==> config.mk <==
export PLATFORM = sky130hd
export DESIGN_NAME = ttlc_ram
export DESIGN_NICKNAME = d
export VERILOG_FILES = /design/src/ttlc_ram.sv
export SDC_FILE = /design/constraint.sdc
export NUM_CORES = 1
export LEC_CHECK = 0
export BUFFER_PORTS_ARGS = -buffer_cell sky130_fd_sc_hd__buf_4
export CORE_MARGIN = 2
export CORE_UTILIZATION = 55
export CTS_CLUSTER_DIAMETER = 40
export DETAILED_ROUTE_END_ITERATION = 7
export PLACE_DENSITY_LB_ADDON = 0.08
export SLEW_MARGIN = 25
export SYNTH_ARGS = -nofsm -noshare
export SYNTH_HDL_FRONTEND = slang
export SYNTH_SLANG_ARGS = --single-unit
==> constraint.sdc <==
create_clock -name i_clk -period 2.6 [get_ports i_clk]
set_input_delay 0.39 -clock i_clk [delete_from_list [all_inputs] [get_ports i_clk]]
set_output_delay 0.39 -clock i_clk [all_outputs]
set_load 0.05 [all_outputs]
==> src/ttlc_ram.sv <==
`timescale 1ns / 1ps
// ----------------------------------------------------------------------------
// ttlc_ram
// Single-port-write, single-port-read synchronous RAM, registered read data.
// ----------------------------------------------------------------------------
module ttlc_ram #(
    parameter int DEPTH = 64,
    parameter int WIDTH = 8
) (
    input  logic                     i_clk,
    input  logic                     i_we,
    input  logic [$clog2(DEPTH)-1:0] i_waddr,
    input  logic [WIDTH-1:0]         i_wdata,
    input  logic                     i_re,
    input  logic [$clog2(DEPTH)-1:0] i_raddr,
    output logic [WIDTH-1:0]         o_rdata
);
    logic [WIDTH-1:0] r_mem [DEPTH];

    always_ff @(posedge i_clk) begin
        if (i_we) begin
            r_mem[i_waddr] <= i_wdata;
        end
        if (i_re) begin
            o_rdata <= r_mem[i_raddr];
        end
    end
endmodule

# Yosys cells after proc, flatten, opt, wreduce, memory -nomap -nowiden
# Memory sizes are Yosys's and may differ from the RTL's. A register that Yosys moved wholly into a read port is not among the register bits.
# Cells that the tools add are included.
# totals
ram_bits	512
word_cells	3
in_bits	23
latch_bits	0
mem_bits_ro	0
reg_bits	0
memories	1
# mem_list
name	words	word_bits	rd	rd_ports_with_merged_regs	write_ports	line	text
r_mem	64	8	1	1	1	18	logic [WIDTH-1:0] r_mem [DEPTH];
# op_classes
eq_ne	0
div_mod_pow	0
reduce_logical	0
muxes	2
mul	0
n_bitwise	0
addsub	0
n_shift	0
n_lt_le_gt_ge	0
# ops
cell	count
$mux 1	2

# Longest topological paths before layout
# depth
depth_word	2
ltp_mapped	9

# Worst setup path after synthesis
# No wires, ideal clock.
# synth_timing
path_type	input to register
from	input port i_raddr[1]
to	register o_rdata[3], read port of r_mem, data pin
t_arrival_ns	1.930
setup_ns	0.266
path_buffers	3
path_stages	7
setup_slack_ns	0.404
path_cell_list	buf_4 > buf_2 > buf_2 > mux4_2 > mux4_2 > o21ai_1 > o41ai_1
# synth_lines
element	line	text
start, declared	15	input logic [$clog2(DEPTH)-1:0] i_raddr,
end, declared	16	output logic [WIDTH-1:0] o_rdata

==> run metrics <==
CP max stage delay ~0.50 ns; Fmax approximately 0.47 GHz; largest net degree at the start of global routing 65; IO buf count 30; Post-CTS Hold Buffers 0; R2R depth 5; status completed; worst-skew pair later-pin latency 0.61 ns; Total Routing Usage GR 25.2%; Final ANT Viol Nets 0; post-CTS sizing 0; Clock Tree Buf Depth 3; antenna cells 0; hold_ws 0.125 ns; non-filler cells, final 1605; max-slew violation count 0; Seq/Total Area, Yosys 77.1%; post-placement cell count ~1500; DIE AREA about 0.038 mm2; crit-path cells clkbuf_8, buf_12, buf_4, mux4_2, mux4_2, o21ai_0, nand2_1; Worst Path Max Fanout 12; placeable core region 0.0364 mm2; worst endpoint required time about 3 ns; worst r2r dst o_rdata[6]; Hold Crit Depth 1; Mapped Avg Cell Area between 20 and 25 um2; top cells by area, synth edfxtp_1 77%, mux4_2 14%, nor2_1 1.5%; Final min period 2.11 ns; CP Class input port to flop; RSZ-0062 raised after global routing false; pwr/cell area 784 mW/mm2; final core occ 65.0%; CTS sink cnt 520; Hold Crit Class input port to flop; count of standard-cell rows 70; DIE HEIGHT 196 um; CTS Buf Count 60; first-pass GRT wire length 69000 um; via count 9979; Max stage delay cell, worst path mux4_2; Remaining Overflow, GRT 0; Vias/cell 6.22; total of max-cap violations 0; drt pass-1 iters 5; #FFs+latches synth 520; Worst Setup End Kind flop; Worst R2R Start r_mem[28][6]; initial core utilization a little under three fifths; DRT Wirelength 46200 um; vias in the first global route 10500; Post-DP HPWL 28500 um; Hold Vio Cnt, Final 0; Synth Warn # 0; Yosys cell types 39; CP arrival approximately 2.4 ns; CTS clk-pin slew, worst paths approximately 0.060 ns; clock skew around 0.021 ns; Slew @ Worst Pin 0.742 ns; cell taking the most area after synthesis edfxtp_1; Syn-to-layout area delta 17.0%; kind of cell with the highest combined delay on the critical path multiplexers; Yosys top cell area share ~77%; Post-Route Setup TNS 0 ns; Setup Buffers After CTS 0; synthesized area 0.0202 mm2; CP Launch Type input port; R2R Setup Slk ~0.5 ns; Hold Crit Endpoint o_rdata[3]; I/O pins 31; most used cell, CP mux4_2; CTS tree done; nets@finish 1111; cell count after synthesis between 900 and 1000; CP bufs+invs 3; Worst slew margin around 50%; Wirelength per Cell 28.8 um; Root Buffer clkbuf_16; layout cells sized above 1 33.1%; initial antenna violation count 0; H-tree levels 2; Die Wd 196 um; period utilisation layout 81.0%; setup violators final 0; RePlAce Congestion 0.807; hold_sp i_re; Net Count, Synth 963; Max rail drop VDD 0.572 mV; Pleak 0.00767 uW; DRC viols 0; DR iter-0 viols 1051
cell usage after synthesis:
| cell type | n |
|---|---|
| edfxtp_1 | 520 |
| mux4_2 | 126 |
| nor2_1 | 83 |
| mux2i_1 | 23 |
| nand2_1 | 19 |
| clkbuf_1 | 17 |
| nor2b_1 | 14 |
| buf_4 | 13 |
| mux2_2 | 13 |
| nand3_1 | 13 |
| buf_2 | 11 |
| o221ai_1 | 8 |
| o22ai_1 | 8 |
| nand2b_1 | 7 |
| nor3_1 | 7 |
| a221oi_1 | 6 |
| a211oi_1 | 4 |
| buf_1 | 4 |
| buf_6 | 4 |
| a21oi_1 | 3 |
| a22oi_1 | 3 |
| nand3b_1 | 3 |
| o2111ai_1 | 3 |
| o2bb2ai_1 | 3 |
| a2111oi_0 | 2 |
| buf_12 | 2 |
| nand4_1 | 2 |
| nor4_1 | 2 |
| o21a_1 | 2 |
| o21ai_0 | 2 |
| o21ai_1 | 2 |
| o221a_2 | 2 |
| o32ai_1 | 2 |
| o41ai_1 | 2 |
| a31oi_1 | 1 |
| and2_1 | 1 |
| nand4b_1 | 1 |
| o311ai_1 | 1 |
| or3_1 | 1 |
layout by cell type (no fill, tap or decap), types with 7 or more instances in the layout:
cell type / n
nor2_1: 83
edfxtp_1: 520
buf_12: 12
clkbuf_16: 61
o22ai_1: 8
inv_6: 7
clkinvlp_4: 10
mux2_2: 13
clkinv_2: 9
mux2i_1: 23
nand2_1: 19
mux4_2: 126
buf_4: 124
nor3_1: 7
nand2b_1: 7
nor2b_1: 14
clkbuf_1: 9
nand3_1: 13
o221ai_1: 8
through the flow:
step	worst slack, ns	area (um2)	power (uW)
after CTS	0.470	23700	18700
final	0.493	23700	18600
after floorplan	0.404	20200	10000
after global placement	-0.144	21700	10400
after detailed placement	-0.146	21700	10500
after global routing	0.419	23700	19100
cells by family (layout without fill, tap and decap cells):
kind of cell	count (synthesis)	count (layout)	share of synthesized area, %
flops	520	520	77.1
buf+inv	51	248	1.56
mux	162	162	15.9
simple gates	153	153	3.37
compound gates	54	54	2.06
final cells by class:
cell class,count,area [um2]
clock inverters,41,430
clock buffers,70,1560
flip-flops and latches,520,15600
well taps,468,586
multi-input cells,369,4320
repair buffers,137,1180
fillers,2402,12700
worst register-to-register path: cells and delay by family (launching register included):
kind             cells  cell delay [ns]
AND/OR/NAND/NOR      1             0.29
flip-flops           1             0.38
AO/OA/AOI/OAI        2             0.43
multiplexers         2             0.74
sequential cells by signal, indices dropped and copies added (netlist names):
name     flops
r_mem      512
o_rdata      8
metal layers:
layer  GRT usage, %  vias to the layer above  share of wire (%)
li1               -                     4249                  -
met1           35.7                     5294                 42
met2           41.3                      372                 50
met3           3.71                       64                6.1
met4           7.91                        0                2.2
met5              0                        -                  0
worst max path at each step:
| stage | startpoint | endpoint | slack (ns) | depth (start not counted) |
|---|---|---|---|---|
| after CTS | r_mem[21][6] | o_rdata[6] | 0.47 | 5 |
| after floorplan | i_raddr[1] | o_rdata[3] | 0.40 | 7 |
| after detailed placement | i_raddr[0] | o_rdata[7] | -0.15 | 7 |
| after global placement | i_raddr[0] | o_rdata[7] | -0.14 | 7 |
| after global routing | r_mem[3][5] | o_rdata[5] | 0.42 | 5 |
| final | i_raddr[0] | o_rdata[7] | 0.49 | 7 |
power breakdown:
group          switching [uW]  internal (uW)
sequential               26.0           9300
combinational             571            380
clock                    3350           4940
total                    3950          14600
Power figures use the tool's default switching activity.
