<file path="src/ttlc_pkg.sv">
`timescale 1ns / 1ps
// ----------------------------------------------------------------------------
// ttlc_pkg
// Shared constants, codes and the slot entry layout of the TTL result cache.
// ----------------------------------------------------------------------------
package ttlc_pkg;

    localparam int NUM_SLOTS = 64;
    localparam int KEY_BITS  = 64;
    localparam int SLOT_W    = $clog2(NUM_SLOTS);
    localparam int CNT_W     = $clog2(NUM_SLOTS + 1);
    localparam int TIME_W    = 64;
    localparam int SIZE_W    = 32;
    localparam int ORDER_W   = 64;
    localparam int TOTAL_W   = 40;
    localparam int ELIM_W    = 7;
    localparam int EVC_W     = 7;
    localparam int CFG_W     = 40;
    localparam int CFG_IDX_W = 2;

    localparam logic [1:0] OP_LOOKUP  = 2'd0;
    localparam logic [1:0] OP_PUBLISH = 2'd1;
    localparam logic [1:0] OP_CLOSE   = 2'd2;

    localparam logic [2:0] ST_MISS      = 3'd0;
    localparam logic [2:0] ST_FRESH     = 3'd1;
    localparam logic [2:0] ST_STALE     = 3'd2;
    localparam logic [2:0] ST_EXPIRED   = 3'd3;
    localparam logic [2:0] ST_PUBLISHED = 3'd4;
    localparam logic [2:0] ST_REJECTED  = 3'd5;
    localparam logic [2:0] ST_CLOSED    = 3'd6;

    localparam logic [CFG_IDX_W-1:0] CFG_ENTRY_LIMIT      = 2'd0;
    localparam logic [CFG_IDX_W-1:0] CFG_BYTE_LIMIT       = 2'd1;
    localparam logic [CFG_IDX_W-1:0] CFG_ENTRY_BYTE_LIMIT = 2'd2;

    typedef struct packed {
        logic [KEY_BITS-1:0] key;
        logic [TIME_W-1:0]   stored;
        logic [SIZE_W-1:0]   size;
        logic [ORDER_W-1:0]  order;
    } t_entry;

    localparam int ENTRY_W = $bits(t_entry);

endpackage

</file>
<file path="src/ttlc_classify.sv">
`timescale 1ns / 1ps
// ----------------------------------------------------------------------------
// ttlc_classify
// Two-stage age and freshness classification of a found entry.
// ----------------------------------------------------------------------------
module ttlc_classify (
    input  logic                   i_clk,
    input  logic                   i_rst_n,
    input  logic                   i_start,
    input  logic [ttlc_pkg::TIME_W-1:0] i_stored,
    input  logic [ttlc_pkg::TIME_W-1:0] i_now,
    input  logic [ttlc_pkg::TIME_W-1:0] i_fresh,
    input  logic [ttlc_pkg::TIME_W-1:0] i_stale,
    input  logic                   i_sie,
    output logic                   o_done,
    output logic [2:0]             o_status,
    output logic [ttlc_pkg::TIME_W-1:0] o_age
);
    import ttlc_pkg::*;

    logic              r_v1;
    logic [TIME_W-1:0] r_age;
    logic [TIME_W-1:0] r_lim;
    logic [TIME_W-1:0] r_fresh;
    logic              r_sie;
    logic              r_v2;
    logic [2:0]        r_status;
    logic [TIME_W-1:0] r_age2;
    logic [TIME_W:0]   w_sum;

    assign w_sum = {1'b0, i_fresh} + {1'b0, i_stale};

    always_ff @(posedge i_clk) begin
        if (!i_rst_n) begin
            r_v1 <= 1'b0;
            r_v2 <= 1'b0;
        end else begin
            r_v1 <= i_start;
            r_v2 <= r_v1;
        end
        r_age   <= (i_now >= i_stored) ? i_now - i_stored : '1;
        r_lim   <= w_sum[TIME_W] ? '1 : w_sum[TIME_W-1:0];
        r_fresh <= i_fresh;
        r_sie   <= i_sie;
        r_age2  <= r_age;
        if (r_age < r_fresh) begin
            r_status <= ST_FRESH;
        end else if (r_sie && (r_age < r_lim)) begin
            r_status <= ST_STALE;
        end else begin
            r_status <= ST_EXPIRED;
        end
    end

    assign o_done   = r_v2;
    assign o_status = r_status;
    assign o_age    = r_age2;
endmodule

</file>
<file path="config.mk">
export PLATFORM = sky130hd
export DESIGN_NAME = ttlc_classify
export DESIGN_NICKNAME = d
export VERILOG_FILES = /design/src/ttlc_pkg.sv /design/src/ttlc_classify.sv
export SDC_FILE = /design/constraint.sdc
export NUM_CORES = 1
export LEC_CHECK = 0
export ABC_AREA = 1
export BUFFER_PORTS_ARGS = -buffer_cell sky130_fd_sc_hd__buf_2
export CORE_MARGIN = 2
export CORE_UTILIZATION = 49
export CTS_CLUSTER_SIZE = 40
export DETAILED_ROUTE_END_ITERATION = 6
export PLACE_DENSITY = 0.73
export SETUP_SLACK_MARGIN = 0.02
export SLEW_MARGIN = 20
export SYNTH_ARGS = -nofsm -noshare
export SYNTH_HDL_FRONTEND = slang
export SYNTH_SLANG_ARGS = --single-unit
</file>
<file path="constraint.sdc">
create_clock -name i_clk -period 3.33 [get_ports i_clk]
set_input_delay 0.8325 -clock i_clk [delete_from_list [all_inputs] [get_ports i_clk]]
set_output_delay 0.8325 -clock i_clk [all_outputs]
set_load 0.005 [all_outputs]
</file>
# Yosys cells after proc, flatten, opt, wreduce, memory -nomap -nowiden
# Index checks and enable logic that the tools add are counted.
# Widths: inputs -> output; s select.
[word_totals]
in_bits = 260
reg_bits = 262
out_inout_bits = 68
[classes]
muxes = 1
n_reduce_logical = 1
magnitude_cmp = 3
n_addsub = 2
[op_table]
columns = ["cell", "n"]
rows = [
  ["$lt 64x64->1", 2],
  ["$add 64x64->65", 1],
  ["$ge 64x64->1", 1],
  ["$sub 64x64->64", 1],
  ["$logic_and 1x1->1", 1],
  ["$mux 1", 1],
]

# Longest topological paths before layout
[logic_depth]
depth_word = 3
mapped_depth = 16

# Least setup slack after synthesis
# Ideal clock, no wire load.
[synth_timing]
path_kind = "input -> register"
from = "input port i_fresh[0] (netlist name)"
to = "register r_lim[43]"
path_buffers = 1
t_required_ns = 3.210
cell_stages = 13
setup_slack_ns = 0.620
t_arrival_ns = 2.590
cell_sequence = "ha_1 -> fa_1 -> nand3_1 -> nand3_2 -> nand2_1 -> nand2_2 -> nand2_1 -> nand2_2 -> nand2_1 -> nand2_2 -> a21oi_4 -> buf_6 -> nand3_1"
[synth_via]
elab_chain_len = 1
[synth_lines]
columns = ["item", "line", "source"]
rows = [
  ["start: declaration", "ttlc_classify.sv:12", "input logic [ttlc_pkg::TIME_W-1:0] i_fresh,"],
  ["$add 64x64->65", "ttlc_classify.sv:31", "assign w_sum = {1'b0, i_fresh} + {1'b0, i_stale};"],
  ["end signal: assignment", "ttlc_classify.sv:42", "r_lim <= w_sum[TIME_W] ? '1 : w_sum[TIME_W-1:0];"],
  ["end: declaration", "ttlc_classify.sv:23", "logic [TIME_W-1:0] r_lim;"],
]
# Every way passes these cells.
# A chain may end at the register's enable or synchronous reset.

# Final worst setup path
[layout_timing]
from = "input port i_fresh[0] (netlist name)"
to = "register r_lim[42]"
# The elaborated chain is that of the path after synthesis.

==> qor.yml <==
status: "completed"
setup_tns_ns: 0
yosys.cell_types.count: 38
ir_drop_v: 0.000460
htreeDepth: 1
p_sw_frac: 0.358
cts_buffers: 31
dpl.cell_count: 4219
synthesis.area_um2: 20500
drive_above_1_share: 0.113
die_area_um2: 43500
synth_compound_area_frac: 0.0814
fin_util: 0.586
clock-skew-final_ns: 0.00977
grt_pass1_wl_um: 108000
n_antenna_cell: 0
gp_congestion: 1.06
finalNonFillerCells: 4277
synth_area_per_cell_um2: 6.11
start_util: 0.500
p_clk_frac: 0.341
synth_seq_cells: 261
via_per_inst: 5.02
grt_pass1_vias: 20200
cp-end-kind: "flop"
p_switching_mw: 4.10
die_y_um: 209
hold_class: "primary input to flop"
final.min_clock_period_ns: 2.54
clkSinkCount: 261
grt_max_degree: 65
critPathMaxFanout: 64
critPathKind: "primary input to flop"
min_delay_path_depth: 1
syn_inst: 3354
cp.arrival_ns: 2.99
seq_area_frac_synth: 0.255
first_iter_violations: 1733
drt-total-wl_um: 69900
synth_top_family_by_area: "simple AND/OR/NAND/NOR gates"
crit_required_ns: 3.78
clkTransAtPathRegs_ns: 0.06
ys_warn_count: 0
final_antenna_net_count: 0
place.port_buffers: 326
route.detailed.drc: 0
slew_violations: 0
grt_use_total: 0.318
rsz0062_at_grt: "false"
setup_viol: 0
powerDensity_nw_per_um2: 477
internal_power_mw: 7.35
relSlewSlack: 0.509
start_kind: "primary input"
r2r_cells: 10
hold_violations: 0
synthMuxAreaShare: 0
cts_root_buf: "clkbuf_16"
vias: 21500
first_pass_iters: 5
cts_resized: 0
worst_slew_pin_slew_ns: 0.728
yosys.area_share.adder: 0.157
fin_nets: 4236
clk_latency_ns: 0.59
wl_per_cell_um: 16.3
cts_hold_buf: 0
overflow: 0
cts_buffer_depth: 3
pwr-share-comb: 0.317
synthSimpleGateAreaFrac: 0.329
hold_ws_ns: 0.358
antenna_found_initial: 0
syn-num-nets: 3870
die_x_um: 209
cts_setup_buffers: 0
area_delta_synth_final_pct: 17.2
cts_tree: "built"
leakage_nw: 14.6
fin_crit_sh: 0.764
fmax_mhz: 393
drv_cap: 0
dp_hpwl_um: 60100
rows: 74
synth_xor_area_frac: 0.0265
io_pins: 328
seqPwrFrac: 0.342
core_area_um2: 41000
critical path, cell delays in order:
cell and delay [ns]:
buf_2 0.10, ha_1 0.25, fa_1 0.45, nand3_1 0.13
nand3_2 0.10, nand2_1 0.09, nand2_2 0.07, nand2_1 0.08
nand2_2 0.10, nand2_1 0.09, nand2_2 0.09, a21oi_4 0.15
buf_12 0.30, nand3_1 0.14
power groups by stage:
stage / Combinational (mW) / Clock [mW] / Sequential (mW)
2_1_floorplan: 2.41 / 0 / 3.79
3_3_place_gp: 3.51 / 0 / 3.97
3_5_place_dp: 3.57 / 0 / 3.97
4_1_cts: 3.60 / 3.95 / 3.91
5_1_grt: 4.14 / 4.08 / 3.93
6_report: 3.63 / 3.90 / 3.91
routing by layer:
metal / vias up / wire, um / track usage
met5: - / 0 / 0
met4: 0 / 3100 / 0.130
met3: 140 / 5410 / 0.0495
met2: 836 / 31000 / 0.527
met1: 9497 / 30400 / 0.413
li1: 11000 / - / -
cells by family (layout without fill, tap and decap cells):
family / Yosys count / after routing
XOR/XNOR: 62 / 62
flip-flops: 261 / 261
AO/OA/AOI/OAI: 308 / 308
other: 1 / 1
buffers and inverters: 802 / 1193
adder cells (fa/ha/maj): 256 / 256
AND/OR/NAND/NOR: 1664 / 1664
cell type report:
type,count,area (um2)
clock buffer,38,842
clock inverter,20,334
fill,4203,17000
inverter,788,2960
multi-input combinational,2291,12200
sequential,261,5230
tap,532,666
timing repair buffer,347,1830
cells in the final DEF (no fill, tap or decap), types with 4 or more instances in the layout:
master	instances
nand2_1	1123
a21oi_1	194
nor2_1	247
nor3_1	41
nand4_1	26
buf_4	18
bufinv_16	8
nand3b_1	9
nand3_1	187
ha_1	254
buf_2	326
xor2_1	58
clkbuf_8	4
o21bai_1	31
inv_1	788
nand2_2	9
o21ai_0	66
xnor2_1	4
clkbuf_16	31
nor4_1	9
dfxtp_1	261
synthesized netlist by cell type:
library cell / n / area (um2)
o211ai_1: 2 / 15.0
nand4_1: 26 / 163
nand2_1: 1123 / 4220
nor3_1: 41 / 205
nor2_2: 3 / 18.8
a21o_1: 3 / 22.5
fa_1: 2 / 40.0
nand2_2: 9 / 56.3
or2_2: 1 / 6.26
o21ai_0: 66 / 330
conb_1: 1 / 3.75
a21boi_0: 1 / 7.51
o31ai_1: 1 / 7.51
xor2_1: 58 / 508
o21ai_1: 2 / 10.0
buf_4: 4 / 30.0
nor2_1: 247 / 927
nor4_4: 1 / 21.3
o21ai_2: 1 / 8.76
a21oi_1: 194 / 971
nand3_1: 187 / 936
a21oi_4: 1 / 16.3
buf_6: 10 / 113
o21bai_1: 31 / 233
dfxtp_1: 261 / 5230
nor4_1: 9 / 56.3
inv_1: 788 / 2960
nand3_2: 2 / 20.0
xnor2_1: 4 / 35.0
a21oi_2: 1 / 8.76
a31oi_1: 1 / 6.26
and3_1: 2 / 12.5
nand2_4: 1 / 11.3
and2_1: 3 / 18.8
ha_1: 254 / 3180
a311oi_1: 1 / 8.76
o21a_1: 3 / 22.5
nand3b_1: 9 / 67.6
registers in the layout, summed over array words and instances (netlist names):
register	cells
r_sie	1
r_lim	64
o_age	64
r_v1	1
r_age	64
o_done	1
r_fresh	64
o_status	2
stage by stage:
step	setup slack [ns]	instance area [um2]	total power [mW]
2_1_floorplan	0.620	20500	6.20
3_3_place_gp	0.320	22800	7.49
3_5_place_dp	0.238	22800	7.54
4_1_cts	0.835	24000	11.5
5_1_grt	0.605	24000	12.2
6_report	0.787	24000	11.5
final timing paths:
kind	from	endpoint	slack, ns
min	i_sie	r_sie	0.36
max	i_fresh[0]	r_lim[42]	0.79
min reg2reg	r_age[0]	o_age[0]	0.36
max reg2reg	r_fresh[29]	o_status[0]	1.07
Note: power is estimated with default switching activity, not from simulation.
